File: src/rtl/bpln_pkg.sv
`timescale 1ns / 1ps
// ----------------------------------------------------------------------------
// bpln_pkg: shared types and constants of the band peak-level normaliser
// Field widths, register indexes, reset values and divider step count.
// ----------------------------------------------------------------------------
package bpln_pkg;

    localparam int DATA_W  = 32;
    localparam int LEVEL_W = 11;
    localparam int BAND_W  = 4;
    localparam int BIN_W   = 6;
    localparam int SIZE_W  = 7;
    localparam int CFG_DW  = 11;
    localparam int CFG_AW  = 1;
    localparam int STEP_W  = 4;

    localparam int BANDS_DEFAULT = 10;

    localparam logic [LEVEL_W-1:0] LEVEL_SCALE = LEVEL_W'(1024);
    localparam logic [STEP_W-1:0]  DIV_STEPS   = STEP_W'(10);
    localparam logic [SIZE_W-1:0]  MAX_BINS    = SIZE_W'(64);

    localparam logic [SIZE_W-1:0]  BINS_RESET      = SIZE_W'(2);
    localparam logic [LEVEL_W-1:0] THRESHOLD_RESET = LEVEL_W'(30);
    localparam logic [DATA_W-1:0]  PEAK_RESET      = DATA_W'(1);

    typedef enum logic [CFG_AW-1:0] {
        CFG_BINS_PER_BAND   = 1'b0,
        CFG_LEVEL_THRESHOLD = 1'b1
    } cfg_index_t;

endpackage

File: src/rtl/bpln_div.sv
`timescale 1ns / 1ps
// ----------------------------------------------------------------------------
// bpln_div: iterative level divider
// Restoring division giving floor(dividend * 1024 / divisor) for
// dividend <= divisor, one quotient bit per cycle.
// ----------------------------------------------------------------------------
module bpln_div (
    input  logic                           clk,
    input  logic                           rst_n,
    input  logic                           start,
    input  logic [bpln_pkg::DATA_W-1:0]    dividend,
    input  logic [bpln_pkg::DATA_W-1:0]    divisor,
    output logic                           done,
    output logic [bpln_pkg::LEVEL_W-1:0]   quotient
);
    import bpln_pkg::*;

    logic                busy_reg;
    logic                done_reg;
    logic [STEP_W-1:0]   cnt_reg;
    logic [DATA_W-1:0]   rem_reg;
    logic [DATA_W-1:0]   div_reg;
    logic [LEVEL_W-1:0]  quot_reg;

    logic [DATA_W:0]     shifted;
    logic [DATA_W:0]     diff;
    logic                ge;

    assign shifted = {rem_reg, 1'b0};
    assign diff    = shifted - {1'b0, div_reg};
    assign ge      = (shifted >= {1'b0, div_reg});

    always_ff @(posedge clk or negedge rst_n)
    begin
        if (!rst_n)
        begin
            busy_reg <= 1'b0;
            done_reg <= 1'b0;
            cnt_reg  <= '0;
            rem_reg  <= '0;
            div_reg  <= '0;
            quot_reg <= '0;
        end
        else
        begin
            done_reg <= 1'b0;
            if (start)
            begin
                if (dividend >= divisor)
                begin
                    quot_reg <= LEVEL_SCALE;
                    done_reg <= 1'b1;
                    busy_reg <= 1'b0;
                end
                else
                begin
                    rem_reg  <= dividend;
                    div_reg  <= divisor;
                    quot_reg <= '0;
                    cnt_reg  <= DIV_STEPS;
                    busy_reg <= 1'b1;
                end
            end
            else if (busy_reg)
            begin
                rem_reg  <= ge ? diff[DATA_W-1:0] : shifted[DATA_W-1:0];
                quot_reg <= {quot_reg[LEVEL_W-2:0], ge};
                cnt_reg  <= cnt_reg - STEP_W'(1);
                if (cnt_reg == STEP_W'(1))
                begin
                    busy_reg <= 1'b0;
                    done_reg <= 1'b1;
                end
            end
        end
    end

    assign done     = done_reg;
    assign quotient = quot_reg;

endmodule

File: src/rtl/band_peak_level_normalizer.sv
`timescale 1ns / 1ps
// ----------------------------------------------------------------------------
// band_peak_level_normalizer: per-band peak-hold level normaliser
// Groups power bins into bands, holds a peak per band, normalises each bin
// against it and emits the thresholded maximum level at each band end.
// ----------------------------------------------------------------------------
// Flow: one bin at a time; in_ready is high only in S_IDLE, and the shared
//   10-step divider works each bin. A bin whose power reaches the peak gets
//   full scale from the divider at once, without the division steps.
// Order: request taken in S_IDLE, peak updated in S_LOAD, quotient in S_DIV,
//   band result registered from S_EMIT once the output is free.
// Reset: all band peaks return to 1, counters and running level clear,
//   registers return to 2 bins per band and threshold 30.
module band_peak_level_normalizer #(
    parameter int BANDS = bpln_pkg::BANDS_DEFAULT
) (
    input  logic                           clk,
    input  logic                           rst_n,
    input  logic                           in_valid,
    output logic                           in_ready,
    input  logic [bpln_pkg::DATA_W-1:0]    bin_power,
    output logic                           out_valid,
    input  logic                           out_ready,
    output logic [bpln_pkg::BAND_W-1:0]    band_index,
    output logic [bpln_pkg::LEVEL_W-1:0]   band_level,
    output logic                           frame_last,
    input  logic                           cfg_write,
    input  logic [bpln_pkg::CFG_AW-1:0]    cfg_index,
    input  logic [bpln_pkg::CFG_DW-1:0]    cfg_data
);
    import bpln_pkg::*;

    localparam int BAND_AW = (BANDS > 1) ? $clog2(BANDS) : 1;
    localparam logic [BAND_W:0] BANDS_LIM = (BAND_W + 1)'(BANDS);
    localparam logic [BAND_W-1:0] BAND_LAST = BAND_W'(BANDS - 1);

    typedef enum logic [1:0] {
        S_IDLE,
        S_LOAD,
        S_DIV,
        S_EMIT
    } state_t;

    state_t              state_reg;
    logic [SIZE_W-1:0]   bins_per_band_reg;
    logic [LEVEL_W-1:0]  level_threshold_reg;
    logic [DATA_W-1:0]   peak_reg [BANDS];
    logic [DATA_W-1:0]   power_reg;
    logic [BIN_W-1:0]    bin_in_band_reg;
    logic [BAND_W-1:0]   band_counter_reg;
    logic [LEVEL_W-1:0]  running_level_reg;
    logic                out_valid_reg;
    logic [BAND_W-1:0]   band_index_reg;
    logic [LEVEL_W-1:0]  band_level_reg;
    logic                frame_last_reg;

    logic [DATA_W-1:0]   peak_old;
    logic [DATA_W-1:0]   peak_new;
    logic                div_start;
    logic                div_done;
    logic [LEVEL_W-1:0]  div_quot;
    logic [LEVEL_W-1:0]  level_max;
    logic [SIZE_W-1:0]   eff_size;
    logic                band_end;
    logic [BAND_W:0]     band_inc;
    logic                out_free;

    assign peak_old  = peak_reg[band_counter_reg[BAND_AW-1:0]];
    assign peak_new  = (power_reg > peak_old) ? power_reg : peak_old;
    assign div_start = (state_reg == S_LOAD);
    assign level_max = (div_quot > running_level_reg) ? div_quot : running_level_reg;
    assign eff_size  = (bins_per_band_reg == '0) ? SIZE_W'(1) :
                       (bins_per_band_reg > MAX_BINS) ? MAX_BINS : bins_per_band_reg;
    assign band_end  = ({1'b0, bin_in_band_reg} + SIZE_W'(1)) >= eff_size;
    assign band_inc  = {1'b0, band_counter_reg} + (BAND_W + 1)'(1);
    assign out_free  = !out_valid_reg || out_ready;

    bpln_div u_div (
        .clk      (clk),
        .rst_n    (rst_n),
        .start    (div_start),
        .dividend (power_reg),
        .divisor  (peak_new),
        .done     (div_done),
        .quotient (div_quot)
    );

    always_ff @(posedge clk or negedge rst_n)
    begin
        if (!rst_n)
        begin
            bins_per_band_reg   <= BINS_RESET;
            level_threshold_reg <= THRESHOLD_RESET;
        end
        else if (cfg_write)
        begin
            case (cfg_index)
                CFG_BINS_PER_BAND:   bins_per_band_reg   <= cfg_data[SIZE_W-1:0];
                CFG_LEVEL_THRESHOLD: level_threshold_reg <= cfg_data[LEVEL_W-1:0];
                default:             ;
            endcase
        end
    end

    always_ff @(posedge clk or negedge rst_n)
    begin
        if (!rst_n)
        begin
            for (int k = 0; k < BANDS; k++)
            begin
                peak_reg[k] <= PEAK_RESET;
            end
        end
        else if (state_reg == S_LOAD)
        begin
            peak_reg[band_counter_reg[BAND_AW-1:0]] <= peak_new;
        end
    end

    always_ff @(posedge clk or negedge rst_n)
    begin
        if (!rst_n)
        begin
            state_reg         <= S_IDLE;
            power_reg         <= '0;
            bin_in_band_reg   <= '0;
            band_counter_reg  <= '0;
            running_level_reg <= '0;
            out_valid_reg     <= 1'b0;
            band_index_reg    <= '0;
            band_level_reg    <= '0;
            frame_last_reg    <= 1'b0;
        end
        else
        begin
            if (out_valid_reg && out_ready && (state_reg != S_EMIT))
            begin
                out_valid_reg <= 1'b0;
            end
            case (state_reg)
                S_IDLE:
                begin
                    if (in_valid)
                    begin
                        power_reg <= bin_power;
                        state_reg <= S_LOAD;
                    end
                end
                S_LOAD:
                begin
                    state_reg <= S_DIV;
                end
                S_DIV:
                begin
                    if (div_done)
                    begin
                        running_level_reg <= level_max;
                        if (band_end)
                        begin
                            state_reg <= S_EMIT;
                        end
                        else
                        begin
                            bin_in_band_reg <= bin_in_band_reg + BIN_W'(1);
                            state_reg       <= S_IDLE;
                        end
                    end
                end
                S_EMIT:
                begin
                    if (out_free)
                    begin
                        out_valid_reg     <= 1'b1;
                        band_index_reg    <= band_counter_reg;
                        band_level_reg    <= (running_level_reg > level_threshold_reg) ?
                                             running_level_reg : '0;
                        frame_last_reg    <= (band_counter_reg == BAND_LAST);
                        bin_in_band_reg   <= '0;
                        running_level_reg <= '0;
                        band_counter_reg  <= (band_inc >= BANDS_LIM) ? '0 :
                                             band_inc[BAND_W-1:0];
                        state_reg         <= S_IDLE;
                    end
                end
                default:
                begin
                    state_reg <= S_IDLE;
                end
            endcase
        end
    end

    assign in_ready   = (state_reg == S_IDLE);
    assign out_valid  = out_valid_reg;
    assign band_index = band_index_reg;
    assign band_level = band_level_reg;
    assign frame_last = frame_last_reg;

endmodule

File: config.mk
export PLATFORM = sky130hd
export DESIGN_NAME = band_peak_level_normalizer
export DESIGN_NICKNAME = d
export VERILOG_FILES = /design/src/rtl/bpln_pkg.sv /design/src/rtl/bpln_div.sv /design/src/rtl/band_peak_level_normalizer.sv
export SDC_FILE = /design/constraint.sdc
export NUM_CORES = 1
export LEC_CHECK = 0
export BUFFER_PORTS_ARGS = -buffer_cell sky130_fd_sc_hd__buf_4
export CAP_MARGIN = 10
export CORE_UTILIZATION = 40
export DETAILED_ROUTE_END_ITERATION = 10
export HOLD_SLACK_MARGIN = 0.12
export SETUP_SLACK_MARGIN = 0.15
export SLEW_MARGIN = 20
export SYNTH_ARGS = -nofsm -noshare
export SYNTH_HDL_FRONTEND = slang
export SYNTH_SLANG_ARGS = --single-unit
File: constraint.sdc
create_clock -name clk -period 18.97 [get_ports clk]
set_clock_uncertainty 0.2 [all_clocks]
set_input_delay 2.8455 -clock clk [delete_from_list [all_inputs] [get_ports clk]]
set_output_delay 2.8455 -clock clk [all_outputs]
set_load 0.005 [all_outputs]
==> flow_metrics.tcl, run 1 <==
set metrics [dict create \
    status "finished, final reports clean" \
    use_met1_pct 34.28 \
    hpwl_um 59640 \
    grtUsageMet3_pct 5.400 \
    die_x_um 276.5 \
    cap_violations 0 \
    ant_nets 0 \
    critical-path-slowest-cell "nor2_1" \
    syn_inst 3075 \
    r2r_start "band_counter_reg[0]$_DFFE_PN0P_" \
    grt-ovfl-total 0 \
    post_cts_buffers 0 \
    holdPathStages 2 \
    r2r_cells 24 \
    cts_resized 0 \
    grt_use_total_pct 26.61 \
    path_buf_inv 4 \
    tritoncts "done" \
    yosys_warnings 0 \
    area_growth_pct 8.394 \
    async_reset_ff_share_pct 100.0 \
    final_util_pct 43.88 \
    drc 0 \
    layout.filler_cells 7028 \
    die_h_um 276.5 \
    synth_edf_count 0 \
    power.density_nw_per_um2 219.3 \
    ys.flop_type "dfrtp_1" \
    multi_input_area_um2 15850 \
    cp_top_family "compound AO/OA/AOI/OAI gates" \
    synth_cell_types 85 \
    ys_seq_area_share_pct 40.83 \
    design_area_um2 32670 \
    clk_pin_slew_worst_paths_ps 60 \
    setup.worst_path.end_class "flop" \
    max_stage_delay_ps 840 \
    fmax_mhz 101.8 \
    grt_pass1_wl_um 160500 \
    p_leak_uw 0.01321 \
    cts_max_path_buffers 3 \
    mostFrequentLayoutCell "dfrtp_1" \
    fin_nets 3098 \
    min_to "peak_reg[160]$_DFFE_PN1P_" \
    ff_latch_area_um2 12310 \
    cts_hold_buf 0 \
    slew_headroom_pct 23.68 \
    clock_latency_ps 630 \
    tightest_slew_ps 1145 \
    finalCriticalPeriod_ps 9819 \
    cp_max_fo 69 \
    largest_reg_flops 320 \
    worst_setup_path_start_kind "flop" \
    final_cell_mix "473 x dfrtp_1, 445 x nand2_1, 362 x nand4_1" \
    reg2reg_slack_ps 9150 \
    antenna_found_initial 1 \
    r2r-end "u_div.rem_reg[26]$_DFFE_PN0P_" \
    worst_path_most_repeated_cell "buf_4" \
    core_um2 74450 \
    numCtsBuffers 52 \
    hold_violations 0 \
    critPathKind "reg -> reg" \
    busiest_layer "met2" \
    rows 100 \
    slew_violations 0 \
    crit_arrival_ps 10060 \
    die_area_um2 76450 \
    syn-num-nets 3257 \
    h-tree-depth 2 \
    drtIter0Drc 3217 \
    grt_max_degree 260 \
    placed_cell_area_um2 30900 \
    hp-class "reg -> reg" \
    min_period_over_period_pct 51.76 \
    crit_chain "buf_4, mux4_2, a22oi_1, a2bb2oi_1, buf_4, ha_1, nand4_1, nor3_1, o21ai_1, o211ai_1, a211o_4, buf_4, nand2_1, o21ai_0, ha_1, and4_1, nor3b_1, o31ai_1, a21oi_1, o21a_1, nor2_4, buf_4, nor2_1, a221oi_1" \
    avgSynthCellArea_um2 9.802 \
    rsz0062_at_grt "false" \
    gp_congestion 0.8567 \
    cp.depth 24 \
    hp-start "peak_reg[160]$_DFFE_PN1P_" \
    start_util_pct 40.49 \
    wl_per_cell_um 26.59 \
    netlist_area_um2 30140 \
    io_buffers 66 \
    firstDrtPassIters 6 \
    ir_worst_vdd_uv 216.5 \
    setup-violations-final 0 \
    ys_seq_elements 491 \
    diodes 0 \
    grt_pass1_vias 26700 \
    grtUsageMet2_pct 43.20 \
    vias 27000 \
    drt-total-wl_um 104300 \
    root_buffer "clkbuf_16" \
    tns_ps 0 \
    vias_per_cell 6.879 \
    io-pin-count 67 \
    cts.sinks 491 \
    critPathRequiredTime_ps 19210 \
    layout-drive-gt1-share_pct 16.20 \
]
## cells in the mapped netlist, types with 16 or more instances
cell type,n,share of area [%]
ha_1,132,5.5
mux2_2,88,3.3
a21o_1,27,0.67
a211oi_1,18,0.45
clkbuf_1,190,2.4
a22oi_1,33,0.82
dfrtp_1,476,40
nand2_1,453,5.6
o21ai_0,114,1.9
a31oi_1,16,0.33
o31ai_1,18,0.45
buf_6,35,1.3
inv_1,78,0.97
nand3_1,28,0.46
mux2i_1,33,1.1
and3_1,17,0.35
a21oi_1,72,1.2
buf_1,60,0.75
o311ai_1,275,8.0
mux4_2,64,4.8
nand4_1,362,7.5
nor2_1,61,0.76
a2bb2oi_1,32,0.93
buf_2,83,1.4
nor3_1,20,0.33
o311ai_0,51,1.5
## cell type report
type,instances,area share (%)
sequential,491,37.69
clock buffer,79,4.757
inverter,79,0.9077
tap,969,3.711
timing repair buffer,161,3.918
multi-input combinational,2131,48.51
clock inverter,15,0.5017
## worst register-to-register path, stage by stage (launching register included)
cell,delay (ps)
dfrtp_4,590
buf_4,670
mux4_2,700
a22oi_1,210
a2bb2oi_1,660
buf_4,270
ha_1,130
nand4_1,100
nor3_1,440
o21ai_1,140
o211ai_1,230
a211o_4,710
buf_4,680
nand2_1,730
o21ai_0,400
ha_1,210
and4_1,220
nor3b_1,190
o31ai_1,120
a21oi_1,320
o21a_1,300
nor2_4,50
buf_4,280
nor2_1,860
a221oi_1,230
## how the worst max path moves through the flow
stage / start / slack, ps / endpoint
global route: band_counter_reg[0]$_DFFE_PN0P_ / 8690 / u_div.rem_reg[26]$_DFFE_PN0P_
global placement: band_counter_reg[0]$_DFFE_PN0P_ / 9690 / u_div.rem_reg[26]$_DFFE_PN0P_
floorplan: band_counter_reg[0]$_DFFE_PN0P_ / 12620 / u_div.rem_reg[12]$_DFFE_PN0P_
detailed placement: band_counter_reg[3]$_DFFE_PN0P_ / 9370 / u_div.rem_reg[26]$_DFFE_PN0P_
finish: band_counter_reg[0]$_DFFE_PN0P_ / 9150 / u_div.rem_reg[26]$_DFFE_PN0P_
CTS: band_counter_reg[0]$_DFFE_PN0P_ / 9330 / u_div.rem_reg[26]$_DFFE_PN0P_
## kinds of logic after synthesis
family / after synthesis / share of synthesized area, %
xor+xnor: 25 / 0.7265
buf+inv: 453 / 6.933
compound gates: 784 / 20.22
flops: 491 / 40.83
fa+ha+maj: 133 / 5.546
mux: 185 / 9.166
simple gates: 1004 / 16.58
## power breakdown
group | leakage, uW | internal (uW) | total [uW] | switching (uW)
Sequential | 0.00641 | 1410 | 1790 | 379
Clock | 0.000848 | 592 | 1040 | 452
Combinational | 0.00595 | 1460 | 4330 | 2880
Total | 0.0132 | 3460 | 7170 | 3710
## routing by layer
metal	vias to the layer above	wire length (um)
li1	11560	-
met1	13670	41530
met2	1470	48950
met3	292	9410
met4	2	4443
met5	-	12
## through the flow
stage	total power [uW]	hold slack (ps)	std cells	worst slack, ps
2_1_floorplan	4956	250.5	3075	12620
3_3_place_gp	5842	260.6	3829	9690
3_5_place_dp	5988	264.9	3830	9365
4_1_cts	7048	273.6	3924	9326
5_1_grt	7614	297.1	3925	8686
6_report	7166	271.3	3925	9151
Note: power is estimated with default switching activity, not from simulation.
==> inputs of run 2 (changes only) <==
==> constraint.sdc (replaced) <==
create_clock -name clk -period 9.3 [get_ports clk]
set_clock_uncertainty 0.2 [all_clocks]
set_input_delay 1.395 -clock clk [delete_from_list [all_inputs] [get_ports clk]]
set_output_delay 1.395 -clock clk [all_outputs]
set_load 0.005 [all_outputs]
==> flow_metrics.tcl, run 2 (synthesis gave the netlist of run 1 again) <==
set metrics [dict create \
    cap_violations 0 \
    io-pin-count 67 \
    antenna_found_initial 1 \
    final_util_pct 44.14 \
    min_to "peak_reg[160]$_DFFE_PN1P_" \
    h-tree-depth 2 \
    hp-class "reg -> reg" \
    critPathKind "reg -> reg" \
    mostFrequentLayoutCell "dfrtp_1" \
    vias_per_cell 6.819 \
    numCtsBuffers 53 \
    grt_pass1_vias 26780 \
    reg2reg_slack_ps 1180 \
    firstDrtPassIters 5 \
    ir_worst_vdd_uv 694.4 \
    post_cts_buffers 0 \
    grt_max_degree 225 \
    die_x_um 276.5 \
    ant_nets 0 \
    cts_resized 0 \
    min_period_over_period_pct 87.26 \
    drtIter0Drc 3237 \
    cts_hold_buf 0 \
    r2r_start "band_counter_reg[0]$_DFFE_PN0P_" \
    r2r_cells 20 \
    p_leak_uw 0.01332 \
    vias 26880 \
    placed_cells 3841 \
    timing.hold.ws_ps 273.2 \
    crit_arrival_ps 8400 \
    path_buf_inv 2 \
    io_buffers 66 \
    core_um2 74450 \
    finalNonFillerCells 3942 \
    diodes 0 \
    hpwl_um 60250 \
    clock_latency_ps 630 \
    clk_pin_slew_worst_paths_ps 70 \
    area_growth_pct 9.029 \
    crit_chain "buf_12, mux4_2, a22oi_1, a2bb2oi_1, ha_1, nand4_1, nor4_4, and3_1, o21ai_0, o21ai_0, ha_1, a21oi_1, o211ai_1, a221o_1, or3b_1, o21ai_2, buf_4, nor2_1, a221o_1, or2_1" \
    finalCriticalPeriod_ps 8115 \
    slew_headroom_pct 10.67 \
    cp_top_family "compound AO/OA/AOI/OAI gates" \
    placed_cell_area_um2 31030 \
    rows 100 \
    fmax_mhz 123.2 \
    grt_pass1_wl_um 161100 \
    layout-drive-gt1-share_pct 16.72 \
    cts.sinks 491 \
    slew_violations 0 \
    start_util_pct 40.49 \
    tns_ps 0 \
    grt_use_total_pct 26.64 \
    gp_congestion 0.8440 \
    wl_per_cell_um 26.24 \
    hold_violations 0 \
    tritoncts "done" \
    die_h_um 276.5 \
    r2r-end "u_div.rem_reg[31]$_DFFE_PN0P_" \
    final_cell_mix "473 x dfrtp_1, 445 x nand2_1, 362 x nand4_1" \
    power.density_nw_per_um2 448.4 \
    root_buffer "clkbuf_16" \
    cp_max_fo 35 \
    largest_reg_flops 320 \
    critical-path-slowest-cell "and3_1" \
    worst_setup_path_start_kind "flop" \
    max_stage_delay_ps 1010 \
    rsz0062_at_grt "false" \
    design_area_um2 32860 \
    drt-total-wl_um 103400 \
    tightest_slew_ps 1340 \
    grt-ovfl-total 0 \
    setup.worst_path.end_class "flop" \
    setup-violations-final 0 \
    die_area_um2 76450 \
    drc 0 \
    critPathRequiredTime_ps 9580 \
    holdPathStages 2 \
    hp-start "peak_reg[160]$_DFFE_PN1P_" \
    fin_nets 3110 \
    cts_max_path_buffers 3 \
    status "finished, final reports clean" \
]
==> run 2: cell count changes in the layout (fill, tap and decap cells not counted), moves of 2 or more <==
cell | previous run | this run
buf_4 | 152 | 160
buf_12 | 2 | 6
clkbuf_8 | 13 | 16
clkbuf_1 | 13 | 11
clkinv_2 | 10 | 12
==> run 2: cell type report <==
cell class                 instances  area (um^2)
fill                            7022        41580
multi-input combinational       2131        15850
sequential                       491        12310
clock buffer                      81         1613
timing repair buffer             172         1393
tap                              969         1212
inverter                          79        296.5
clock inverter                    19        186.4
==> run 2: worst reg2reg max path, cell delays in order (launching register included) <==
cell and delay (ps):
dfrtp_4 960, buf_12 320, mux4_2 550, a22oi_1 190, a2bb2oi_1 620, ha_1 240, nand4_1 180, nor4_4 650
and3_1 1020, o21ai_0 260, o21ai_0 150, ha_1 290, a21oi_1 180, o211ai_1 110, a221o_1 410, or3b_1 380
o21ai_2 470, buf_4 280, nor2_1 50, a221o_1 240, or2_1 220
==> run 2: layer usage <==
metal	global-route usage (%)	vias to the layer above	wire [um]
li1	-	11610	-
met1	34.77	13640	41790
met2	43.71	1345	49410
met3	3.532	286	7633
met4	12.69	0	4607
met5	0	-	0
==> run 2: power breakdown <==
group	internal, uW	switching, uW	total [uW]
clock	1260	938	2190
combinational	3000	5930	8930
sequential	2870	743	3620
==> run 2: worst max-delay path by stage <==
stage	start	endpoint	slack (ps)	cells past startpoint
floorplan	band_counter_reg[0]$_DFFE_PN0P_	u_div.rem_reg[12]$_DFFE_PN0P_	2950	25
global placement	band_counter_reg[0]$_DFFE_PN0P_	u_div.div_reg[31]$_DFFE_PN0P_	1470	22
detailed placement	band_counter_reg[0]$_DFFE_PN0P_	u_div.rem_reg[31]$_DFFE_PN0P_	1290	20
CTS	band_counter_reg[0]$_DFFE_PN0P_	u_div.rem_reg[31]$_DFFE_PN0P_	1240	20
global route	band_counter_reg[0]$_DFFE_PN0P_	u_div.rem_reg[31]$_DFFE_PN0P_	760	20
finish	band_counter_reg[0]$_DFFE_PN0P_	u_div.rem_reg[31]$_DFFE_PN0P_	1180	20
==> run 2: stage by stage <==
step / setup slack [ps] / total power, uW
6_report: 1185 / 14740
5_1_grt: 757.2 / 15660
4_1_cts: 1238 / 14540
3_5_place_dp: 1294 / 12320
3_3_place_gp: 1467 / 12070
2_1_floorplan: 2954 / 10110
